## src/rtl/core/crcfs_pkg.sv

```systemverilog
// ----------------------------------------------------------------------------
// crcfs_pkg
// Shared types, constants and the CRC-16/Modbus byte update for the frame
// synchronizing receiver.
// ----------------------------------------------------------------------------
package crcfs_pkg;

	localparam int BYTE_W      = 8;
	localparam int WORD_W      = 32;
	localparam int CRC_W       = 16;
	localparam int OUT_BYTES   = 12;

	localparam logic [CRC_W-1:0] CRC_INIT = 16'hFFFF;
	localparam logic [CRC_W-1:0] CRC_POLY = 16'hA001;

	typedef enum logic [1:0] {
		ST_IDLE,
		ST_SCAN,
		ST_CHECK
	} state_t;

	typedef struct packed {
		logic shift_in;
		logic rotate;
	} win_ctrl_t;

	typedef struct packed {
		logic init;
		logic step;
	} crc_ctrl_t;

	// One byte of reflected CRC-16/Modbus: eight dependent bit steps.
	function automatic logic [CRC_W-1:0] crc_byte(input logic [CRC_W-1:0] crc_in,
			input logic [BYTE_W-1:0] data);
		logic [CRC_W-1:0] c;
		c = crc_in ^ {{(CRC_W-BYTE_W){1'b0}}, data};
		for (int b = 0; b < BYTE_W; b++) begin
			if (c[0]) begin
				c = (c >> 1) ^ CRC_POLY;
			end else begin
				c = c >> 1;
			end
		end
		return c;
	endfunction

endpackage

```

## src/rtl/core/crc16_frame_sync_receiver_top.sv

```systemverilog
// ----------------------------------------------------------------------------
// crc16_frame_sync_receiver_top
// Sliding-window frame synchronizer with a CRC-16/Modbus frame check.
// ----------------------------------------------------------------------------
// Usage:
// Received bytes enter on the rx channel (rx_valid, rx_ready, rx_byte), one
// item per byte. A byte that does not complete the window is just shifted in.
// A byte that completes it starts a scan: the window rotates once through
// the head tap while the CRC unit folds in one payload byte per cycle, then
// the compare step checks the sum against the two trailing bytes. rx_ready
// stays low through the scan and the compare step.
// On a match the three payload words are loaded into the output register
// and shown on the out channel (out_valid, out_ready, word_*); the window is
// emptied. On a mismatch the oldest byte is dropped on the next shift.
// A pending result does not block new bytes; only when a second match finds
// the output register still full does the block wait in the compare step
// until out_ready frees it.
// Reset empties the window and clears out_valid; the window contents need no
// clearing because bytes are read only once the window is full.
// ----------------------------------------------------------------------------
module crc16_frame_sync_receiver_top
	import crcfs_pkg::*;
#(
	parameter int FRAME_BYTES = 14
) (
	input  logic                clk,
	input  logic                arst_n,
	input  logic                rx_valid,
	output logic                rx_ready,
	input  logic [BYTE_W-1:0]   rx_byte,
	output logic                out_valid,
	input  logic                out_ready,
	output logic [WORD_W-1:0]   word_first,
	output logic [WORD_W-1:0]   word_second,
	output logic [WORD_W-1:0]   word_third
);

	localparam int PAYLOAD_BYTES = FRAME_BYTES - 2;
	localparam int CNT_W         = $clog2(FRAME_BYTES + 1);

	state_t                      state_q, state_nx;
	logic [CNT_W-1:0]            fill_q;
	logic [CNT_W-1:0]            rot_q;
	logic                        out_valid_q;
	logic [WORD_W-1:0]           word_first_q, word_second_q, word_third_q;

	win_ctrl_t                   win_ctrl;
	crc_ctrl_t                   crc_ctrl;
	logic [BYTE_W-1:0]           win_head;
	logic [FRAME_BYTES*BYTE_W-1:0] win_flat;
	logic [CRC_W-1:0]            crc_val;

	logic                        rx_fire;
	logic                        fill_full;
	logic                        match;
	logic                        out_free;
	logic                        load_out;
	logic                        fill_clear;
	logic                        fill_drop;
	logic [CRC_W-1:0]            recv_crc;
	logic [OUT_BYTES*BYTE_W-1:0] payload;

	crcfs_window #(
		.FRAME_BYTES(FRAME_BYTES)
	) u_window (
		.clk (clk),
		.ctrl(win_ctrl),
		.din (rx_byte),
		.head(win_head),
		.flat(win_flat)
	);

	crcfs_crc_unit u_crc (
		.clk (clk),
		.ctrl(crc_ctrl),
		.data(win_head),
		.crc (crc_val)
	);

	// The two trailing bytes hold the check value, low byte first.
	assign recv_crc  = win_flat[(FRAME_BYTES-2)*BYTE_W +: 2*BYTE_W];
	assign match     = (crc_val == recv_crc);
	assign fill_full = ((fill_q + CNT_W'(1)) == CNT_W'(FRAME_BYTES));
	assign rx_fire   = rx_valid && rx_ready;
	assign out_free  = !out_valid_q || out_ready;

	// Payload bytes past the end of a short frame read as zero.
	for (genvar k = 0; k < OUT_BYTES; k++) begin : g_payload
		if (k < PAYLOAD_BYTES) begin : g_byte
			assign payload[k*BYTE_W +: BYTE_W] = win_flat[k*BYTE_W +: BYTE_W];
		end else begin : g_zero
			assign payload[k*BYTE_W +: BYTE_W] = '0;
		end
	end

	always_ff @(posedge clk or negedge arst_n) begin
		if (!arst_n) begin
			state_q <= ST_IDLE;
		end else begin
			state_q <= state_nx;
		end
	end

	always_comb begin
		state_nx            = state_q;
		rx_ready            = 1'b0;
		win_ctrl            = '0;
		crc_ctrl            = '0;
		load_out            = 1'b0;
		fill_clear          = 1'b0;
		fill_drop           = 1'b0;
		unique case (state_q)
			ST_IDLE: begin
				rx_ready          = 1'b1;
				win_ctrl.shift_in = rx_valid;
				if (rx_valid && fill_full) begin
					crc_ctrl.init = 1'b1;
					state_nx      = ST_SCAN;
				end
			end
			ST_SCAN: begin
				win_ctrl.rotate = 1'b1;
				crc_ctrl.step   = (rot_q < CNT_W'(PAYLOAD_BYTES));
				if (rot_q == CNT_W'(FRAME_BYTES - 1)) begin
					state_nx = ST_CHECK;
				end
			end
			ST_CHECK: begin
				if (!match) begin
					fill_drop = 1'b1;
					state_nx  = ST_IDLE;
				end else if (out_free) begin
					load_out   = 1'b1;
					fill_clear = 1'b1;
					state_nx   = ST_IDLE;
				end
			end
			default: begin
				state_nx = ST_IDLE;
			end
		endcase
	end

	always_ff @(posedge clk or negedge arst_n) begin
		if (!arst_n) begin
			fill_q <= '0;
		end else begin
			priority if (fill_clear) begin
				fill_q <= '0;
			end else if (fill_drop) begin
				fill_q <= CNT_W'(FRAME_BYTES - 1);
			end else if (rx_fire) begin
				fill_q <= fill_q + CNT_W'(1);
			end else begin
				// Hold.
			end
		end
	end

	always_ff @(posedge clk or negedge arst_n) begin
		if (!arst_n) begin
			rot_q <= '0;
		end else if (state_q == ST_SCAN) begin
			rot_q <= rot_q + CNT_W'(1);
		end else begin
			rot_q <= '0;
		end
	end

	always_ff @(posedge clk or negedge arst_n) begin
		if (!arst_n) begin
			out_valid_q <= 1'b0;
		end else if (load_out) begin
			out_valid_q <= 1'b1;
		end else if (out_ready) begin
			out_valid_q <= 1'b0;
		end
	end

	always_ff @(posedge clk) begin
		if (load_out) begin
			word_first_q  <= payload[0*WORD_W +: WORD_W];
			word_second_q <= payload[1*WORD_W +: WORD_W];
			word_third_q  <= payload[2*WORD_W +: WORD_W];
		end
	end

	assign out_valid   = out_valid_q;
	assign word_first  = word_first_q;
	assign word_second = word_second_q;
	assign word_third  = word_third_q;

`ifndef NO_ASSERTIONS
	a_fill_bound: assert property (@(posedge clk) disable iff (!arst_n)
		fill_q <= CNT_W'(FRAME_BYTES))
		else $error("fill count exceeds the frame length");

	a_scan_full: assert property (@(posedge clk) disable iff (!arst_n)
		(state_q == ST_SCAN || state_q == ST_CHECK) |-> fill_q == CNT_W'(FRAME_BYTES))
		else $error("scan running on a window that is not full");

	a_result_from_check: assert property (@(posedge clk) disable iff (!arst_n)
		$rose(out_valid) |-> $past(state_q == ST_CHECK && match))
		else $error("result shown without a matching check");

	a_mismatch_slide: assert property (@(posedge clk) disable iff (!arst_n)
		(state_q == ST_CHECK && !match) |=> fill_q == CNT_W'(FRAME_BYTES - 1))
		else $error("window did not slide after a mismatch");
`endif

endmodule

```

## src/rtl/core/crcfs_window.sv

```systemverilog
// ----------------------------------------------------------------------------
// crcfs_window
// Byte window as a shift line. New bytes enter at the top end; during a scan
// the line rotates so that every byte passes the head tap once.
// ----------------------------------------------------------------------------
module crcfs_window
	import crcfs_pkg::*;
#(
	parameter int FRAME_BYTES = 14
) (
	input  logic                          clk,
	input  win_ctrl_t                     ctrl,
	input  logic [BYTE_W-1:0]             din,
	output logic [BYTE_W-1:0]             head,
	output logic [FRAME_BYTES*BYTE_W-1:0] flat
);

	logic [BYTE_W-1:0] win_q [FRAME_BYTES];

	always_ff @(posedge clk) begin
		priority if (ctrl.shift_in) begin
			for (int i = 0; i < FRAME_BYTES-1; i++) begin
				win_q[i] <= win_q[i+1];
			end
			win_q[FRAME_BYTES-1] <= din;
		end else if (ctrl.rotate) begin
			for (int i = 0; i < FRAME_BYTES-1; i++) begin
				win_q[i] <= win_q[i+1];
			end
			win_q[FRAME_BYTES-1] <= win_q[0];
		end else begin
			// Hold.
		end
	end

	assign head = win_q[0];

	always_comb begin
		for (int i = 0; i < FRAME_BYTES; i++) begin
			flat[i*BYTE_W +: BYTE_W] = win_q[i];
		end
	end

endmodule

```

## src/rtl/core/crcfs_crc_unit.sv

```systemverilog
// ----------------------------------------------------------------------------
// crcfs_crc_unit
// Shared CRC-16/Modbus unit: folds one byte into the running remainder per
// step.
// ----------------------------------------------------------------------------
module crcfs_crc_unit
	import crcfs_pkg::*;
(
	input  logic              clk,
	input  crc_ctrl_t         ctrl,
	input  logic [BYTE_W-1:0] data,
	output logic [CRC_W-1:0]  crc
);

	logic [CRC_W-1:0] crc_q;

	always_ff @(posedge clk) begin
		priority if (ctrl.init) begin
			crc_q <= CRC_INIT;
		end else if (ctrl.step) begin
			crc_q <= crc_byte(crc_q, data);
		end else begin
			// Hold.
		end
	end

	assign crc = crc_q;

endmodule

```

## config.mk

```make
export PLATFORM = sky130hd
export DESIGN_NAME = crc16_frame_sync_receiver_top
export DESIGN_NICKNAME = d
export VERILOG_FILES = /design/src/rtl/core/crcfs_pkg.sv /design/src/rtl/core/crc16_frame_sync_receiver_top.sv /design/src/rtl/core/crcfs_window.sv /design/src/rtl/core/crcfs_crc_unit.sv
export SDC_FILE = /design/constraint.sdc
export NUM_CORES = 1
export LEC_CHECK = 0
export BUFFER_PORTS_ARGS = -buffer_cell sky130_fd_sc_hd__buf_4
export CAP_MARGIN = 20
export CORE_ASPECT_RATIO = 0.5
export CORE_MARGIN = 3
export CORE_UTILIZATION = 30
export CTS_CLUSTER_DIAMETER = 40
export CTS_CLUSTER_SIZE = 14
export DETAILED_ROUTE_END_ITERATION = 7
export PLACE_DENSITY = 0.48
export SKIP_LAST_GASP = 1
export SYNTH_ARGS = -nofsm -noshare
export SYNTH_HDL_FRONTEND = slang
export SYNTH_SLANG_ARGS = --single-unit
```

## constraint.sdc

```tcl
create_clock -name clk -period 8.9 [get_ports clk]
set_clock_uncertainty 0.1 [all_clocks]
set_input_delay 0.445 -clock clk [delete_from_list [all_inputs] [get_ports clk]]
set_output_delay 0.445 -clock clk [all_outputs]
set_load 0.005 [all_outputs]
```

== Yosys cells after proc, flatten, opt, wreduce, memory -nomap -nowiden ==
Memories as Yosys holds them, arrays and structs flattened.
Index checks and enable logic that the tools add are counted.

* $add $sub $neg: 2
* $mul: 0
* Divide/modulo/power cells: 0
* $lt $le $gt $ge: 1
* Equality and inequality tests: 8
* Shift operators: 0
* Muxes and demuxes: 63
* Bitwise logic cells: 23
* Reductions and logical operators: 8

{| class="wikitable"
|+ Operators by type and width
! operator !! number
|-
| 16-bit 2-to-1 mux || 22
|-
| 8-bit 2-to-1 mux || 14
|-
| 2-bit NOT with 3-bit output || 8
|-
| 1-bit 2-to-1 mux || 18
|-
| 16-bit equality test || 1
|-
| 4-bit 2-to-1 mux || 4
|-
| 16-bit by 8-bit bitwise XOR with 16-bit output || 1
|-
| 1-bit OR || 14
|-
| 4-bit by 1-bit adder with 4-bit output, second input constant || 2
|-
| 4-bit equality test, second input constant || 2
|-
| 2-bit 2-to-1 mux || 4
|-
| 2-bit one-hot mux with 3 select lines || 1
|-
| 4-bit < comparator, second input constant || 1
|-
| 2-bit inequality test, second input constant || 2
|-
| 3-bit inequality test, second input constant || 1
|-
| 3-bit AND reduction || 1
|-
| 3-bit nonzero test || 1
|-
| 2-bit by 1-bit equality test with 1-bit output, second input constant || 1
|-
| 2-bit equality test, second input constant || 1
|-
| 1-bit logical AND || 2
|-
| 2-bit zero test || 1
|-
| 2-bit nonzero test || 1
|-
| 1-bit zero test || 1
|-
| 1-bit logical OR || 1
|}

* Register bits after elaboration: 123
* Latch bits: 0
* Bits in writable memories: 112
* Bits in read-only memories: 0
* Input bits: 12
* Output and inout bits: 98
* Logic and storage cells: 114
* Memories kept: 1

{| class="wikitable"
|+ Memory list
! memory !! words !! bits a word !! rd ports !! clocked after Yosys merged registers in !! wr ports !! line !! source
|-
| u_window.win_q || 14 || 8 || 14 || 0 || 14 || crcfs_window.sv:18 || <nowiki>logic [BYTE_W-1:0] win_q [FRAME_BYTES];</nowiki>
|}

== Logic depth before layout (Yosys ltp) ==
* Depth in word-level cells: 32
* Depth in mapped cells: 6
* Mapped depth without buffers: 5

== By module ==
A second synthesis with hierarchy kept.

* Cells, all modules: 396
* Area, all modules: 8234.1 µm²

{| class="wikitable"
|+ Modules (own cells, without submodules)
! module !! times used !! cells each !! area each (µm²) !! seq. area each (µm²)
|-
| crc16_frame_sync_receiver_top || 1 || 174 || 3683.5 || 3158.0
|-
| crcfs_window || 1 || 130 || 3560.9 || 3363.2
|-
| crcfs_crc_unit || 1 || 92 || 989.7 || 320.3
|}

== Least setup slack after synthesis ==
No wires, ideal clock.

* Path kind: flip-flop to flip-flop
* From: memory u_window.win_q[12][6], in the netlist u_window.win_q[0][102]
* To: register word_first_q[0], in the netlist word_first[0], read port of u_window.win_q, enable pin
* Setup time: 0.668 ns
* Arrival time: 7.503 ns
* Path slack: 0.628 ns
* Stages on the path, launching flop included: 5
* Path buffers: 0
* Clock period less this slack: 8.272 ns
* Path through: edfxtp_1 -> xor2_1 -> nor4_1 -> nand4_1 -> nor3_1

{| class="wikitable"
|+ RTL lines
! item !! line !! source
|-
| from (decl) || crcfs_window.sv:18 ||
|-
| to (decl) || crc16_frame_sync_receiver_top.sv:45 || <nowiki>logic [WORD_W-1:0] word_first_q, word_second_q, word_third_q;</nowiki>
|}

==> summary.txt <==
===============================================================================================
Total Wirelength                                                                        14.0 mm
Crit path max fanout                                                                         53
Commonest register cell after synthesis                                            sky130_fd_sc_hd__edfxtp_1
Top-level port count                                                                        110
Vertical die dimension                                                                   120 um
Result of the run                                                                  finished, final reports clean
Placeable core region                                                               0.0255 mm^2
Largest net degree at the start of global routing                                            84
H-tree lvl count                                                                              1
Max IR drop VDD                                                                        0.312 mV
Upper clock frequency limit                                                             369 MHz
Clock root buffer master                                                           sky130_fd_sc_hd__clkbuf_16
Actual transition at the worst max-transition pin                                        828 ps
Dominant cell by count in the synthesized netlist                                  sky130_fd_sc_hd__edfxtp_1
Via count of the first global-routing pass                                                 3763
Fraction of layout instances using a drive strength above 1                               0.325
Detailed Place HPWL                                                                     8.69 mm
Delay of the slowest cell on the worst path                                              560 ps
Iteration-0 DRC count of the detailed router                                                229
Number of nets in the layout                                                                527
Crit path time final                                                                    2710 ps
Post-CTS sizing                                                                               0
Gate count after technology mapping                                                         375
Total Die Area                                                                      0.0283 mm^2
Total routing resource utilization after global routing                                  0.0968
Clock buffers created by TritonCTS                                                           26
Crit path arrival time                                                                  2750 ps
Worst slew margin                                                                         0.446
Post-Synthesis Mean Instance Area                                                     21.0 um^2
1st-pass router iterations                                                                    4
Kind of launch point of the worst setup path                                          flip-flop
Row count                                                                                    41
Crit-path slowest cell                                                             sky130_fd_sc_hd__buf_4
Post-synth cell types                                                                        31
Number of pins exceeding their max-slew limit in the final report                             0
Detail-routed net length per standard cell                                              16.0 um
Crit path capture type                                                                flip-flop
Clock network latency to the later pin of the worst-skew pair                            510 ps
Starting density of the core                                                              0.308
Yosys synthesis warning count                                                                 0
Drt drc                                                                                       0
Share of synthesized flip-flops with an asynchronous set or reset                        0.0468
Synth-to-Final Area Change                                                                28.3%
Worst-case clock buffer depth                                                                 3
Period Utilization, post-route                                                            0.304
Post-cts hold buffer count                                                                    1
Top cell type by total area after synthesis                                        sky130_fd_sc_hd__edfxtp_1
Largest cells by area after synthesis                                              sky130_fd_sc_hd__edfxtp_1, sky130_fd_sc_hd__dfxtp_1, sky130_fd_sc_hd__dfrtp_1
Commonest cells in the synthesized netlist                                         sky130_fd_sc_hd__edfxtp_1, sky130_fd_sc_hd__nand2_1, sky130_fd_sc_hd__xor2_1
Horizontal die dimension                                                                 235 um
Final core utilization                                                                    0.395
Number of port buffers                                                                      109
Nets in the synthesized netlist                                                             391
Power density cells                                                                 392 mW/mm^2
Top-area cell type share of the netlist area                                              0.795
Number of enable-type register cells in the synthesized netlist                             208
Leakage power of the design                                                          0.00371 uW
Worst Setup Path Type                                                              flip-flop to flip-flop
Antenna diode count                                                                           0
Clock input transition at the sequential cells of the worst setup and hold paths          60 ps
Weighted congestion at the end of routability-driven global placement                     0.717
Final hold violation count                                                                    0
Crit path buf inv count                                                                       1
Antenna violations before repair                                                              0
Area of the mapped netlist                                                         0.00786 mm^2
Total of flip-flops plus latches after synthesis                                            235
Post-route setup TNS                                                                       0 ps
Grt total ovfl                                                                                0
Worst EP required                                                                       8940 ps
Count of endpoints failing setup in the final report                                          0
First-pass GRT wire length                                                              21.7 mm
Post-DRT Antenna Nets                                                                         0
Buffers inserted by post-CTS timing repair                                                    0
Worst hold-check path type                                                         input pin to flip-flop
Clock tree from TritonCTS                                                                 built
Portion of the post-synthesis area used by sequential elements                            0.871
Critical Path, Cell by Cell                                                        xor2_1 > nor4_1 > nand4_1 > nor3_2 > buf_4
Number of sinks on the clock net                                                            235
Register-to-register path setup slack                                                   6190 ps
Category of cells accounting for the largest share of critical-path delay          simple AND/OR/NAND/NOR gates
Total number of vias                                                                       3603
RSZ-0062 raised after global routing                                                      false
Post-DR vias/cell                                                                          4.13
Max_cap viols                                                                                 0
===============================================================================================
sequential cells by signal, summed over array words and instances (netlist names):
signal	cells
u_window.win_q	112
out_valid	1
word_third	32
u_crc.crc	16
fill_q	4
word_second	32
word_first	32
rot_q	4
state_q	2
path summary, 6_finish.rpt:
kind,cells after the start,startpoint,endpoint
worst min-delay path,2,rx_byte[6],u_window.win_q[0][110]$_DFFE_PP_
min in group asynchronous,2,arst_n,rot_q[1]$_DFF_PN0_
max in group asynchronous,2,arst_n,fill_q[1]$_DFFE_PN0P_
worst min register to register,0,u_window.win_q[0][51]$_DFFE_PP_,u_window.win_q[0][43]$_DFFE_PP_
worst max register to register,5,u_window.win_q[0][96]$_DFFE_PP_,word_second[5]$_DFFE_PP_
worst max-delay path,5,u_window.win_q[0][96]$_DFFE_PP_,word_second[5]$_DFFE_PP_
routing by layer:
layer | GRT usage | vias up | part of all wire
met5 | 0 | - | 0
met4 | 0.0263 | 0 | 0.017
met3 | 0.0207 | 22 | 0.027
met2 | 0.157 | 49 | 0.48
met1 | 0.133 | 1831 | 0.47
li1 | - | 1701 | -
cells in the final DEF (no fill, tap or decap), drive strengths merged:
cell / synthesis / routed
a22oi: 1 / 1
dlygate4sd3: 0 / 1
xor2: 21 / 21
o21ai: 5 / 5
nand4: 3 / 3
ha: 4 / 4
and2: 1 / 1
nor2: 9 / 9
a21o: 1 / 1
clkinv: 0 / 4
nand3: 8 / 8
nor3: 1 / 1
buf: 1 / 113
edfxtp: 208 / 208
clkinvlp: 0 / 2
xnor3: 3 / 3
nand2b: 3 / 3
inv: 2 / 7
nor4: 4 / 4
dfxtp: 16 / 16
nor2b: 2 / 2
xnor2: 20 / 20
bufinv: 0 / 4
a21oi: 1 / 1
dfrtp: 11 / 11
o211a: 1 / 1
mux2: 8 / 8
or3b: 1 / 1
o31ai: 1 / 1
clkbuf: 5 / 31
o211ai: 10 / 10
nand2: 24 / 24
cell families (layout without fill, tap and decap cells):
family / count (synthesis) / after routing / share of synthesized area
AOI/OAI and AO/OA: 20 / 20 / 0.0182
buffers and inverters: 8 / 162 / 0.00398
DFF: 235 / 235 / 0.871
xor gates and xnor gates: 44 / 44 / 0.0564
adders and majority gates: 4 / 4 / 0.00637
muxes: 8 / 8 / 0.0115
and+or+nand+nor: 56 / 56 / 0.0330
per-stage QoR:
stage	hold slack, ps	instance area [um^2]	cells	power [uW]	setup WS, ps
floorplan	49.4	7860	375	2620	628
global route	125	10100	873	4170	5960
global placement	191	9120	825	2820	6140
CTS	120	10100	872	4000	6130
detailed placement	192	9120	825	2840	6060
finish	141	10100	873	3960	6190
layout make-up:
| cell class | count | area (um^2) |
|---|---|---|
| timing repair buffer | 114 | 878 |
| clock buffer | 31 | 721 |
| clock inverter | 15 | 208 |
| multi-input combinational | 132 | 997 |
| fill | 2314 | 15400 |
| tap | 344 | 430 |
| sequential | 235 | 6840 |
| inverter | 2 | 7.51 |
worst register-to-register path: cells and delay by family, from the launching register on:
kind | cells | cell delay [ps]
buffers and inverters | 1 | 560
AND/OR/NAND/NOR | 3 | 970
flip-flops | 1 | 430
XOR/XNOR | 1 | 200
power by group:
part,total (uW),internal [uW],switching [uW]
Combinational,830,430,399
Clock,1140,701,437
Sequential,1990,1760,232
No activity file was read; power rests on OpenSTA's default activity.
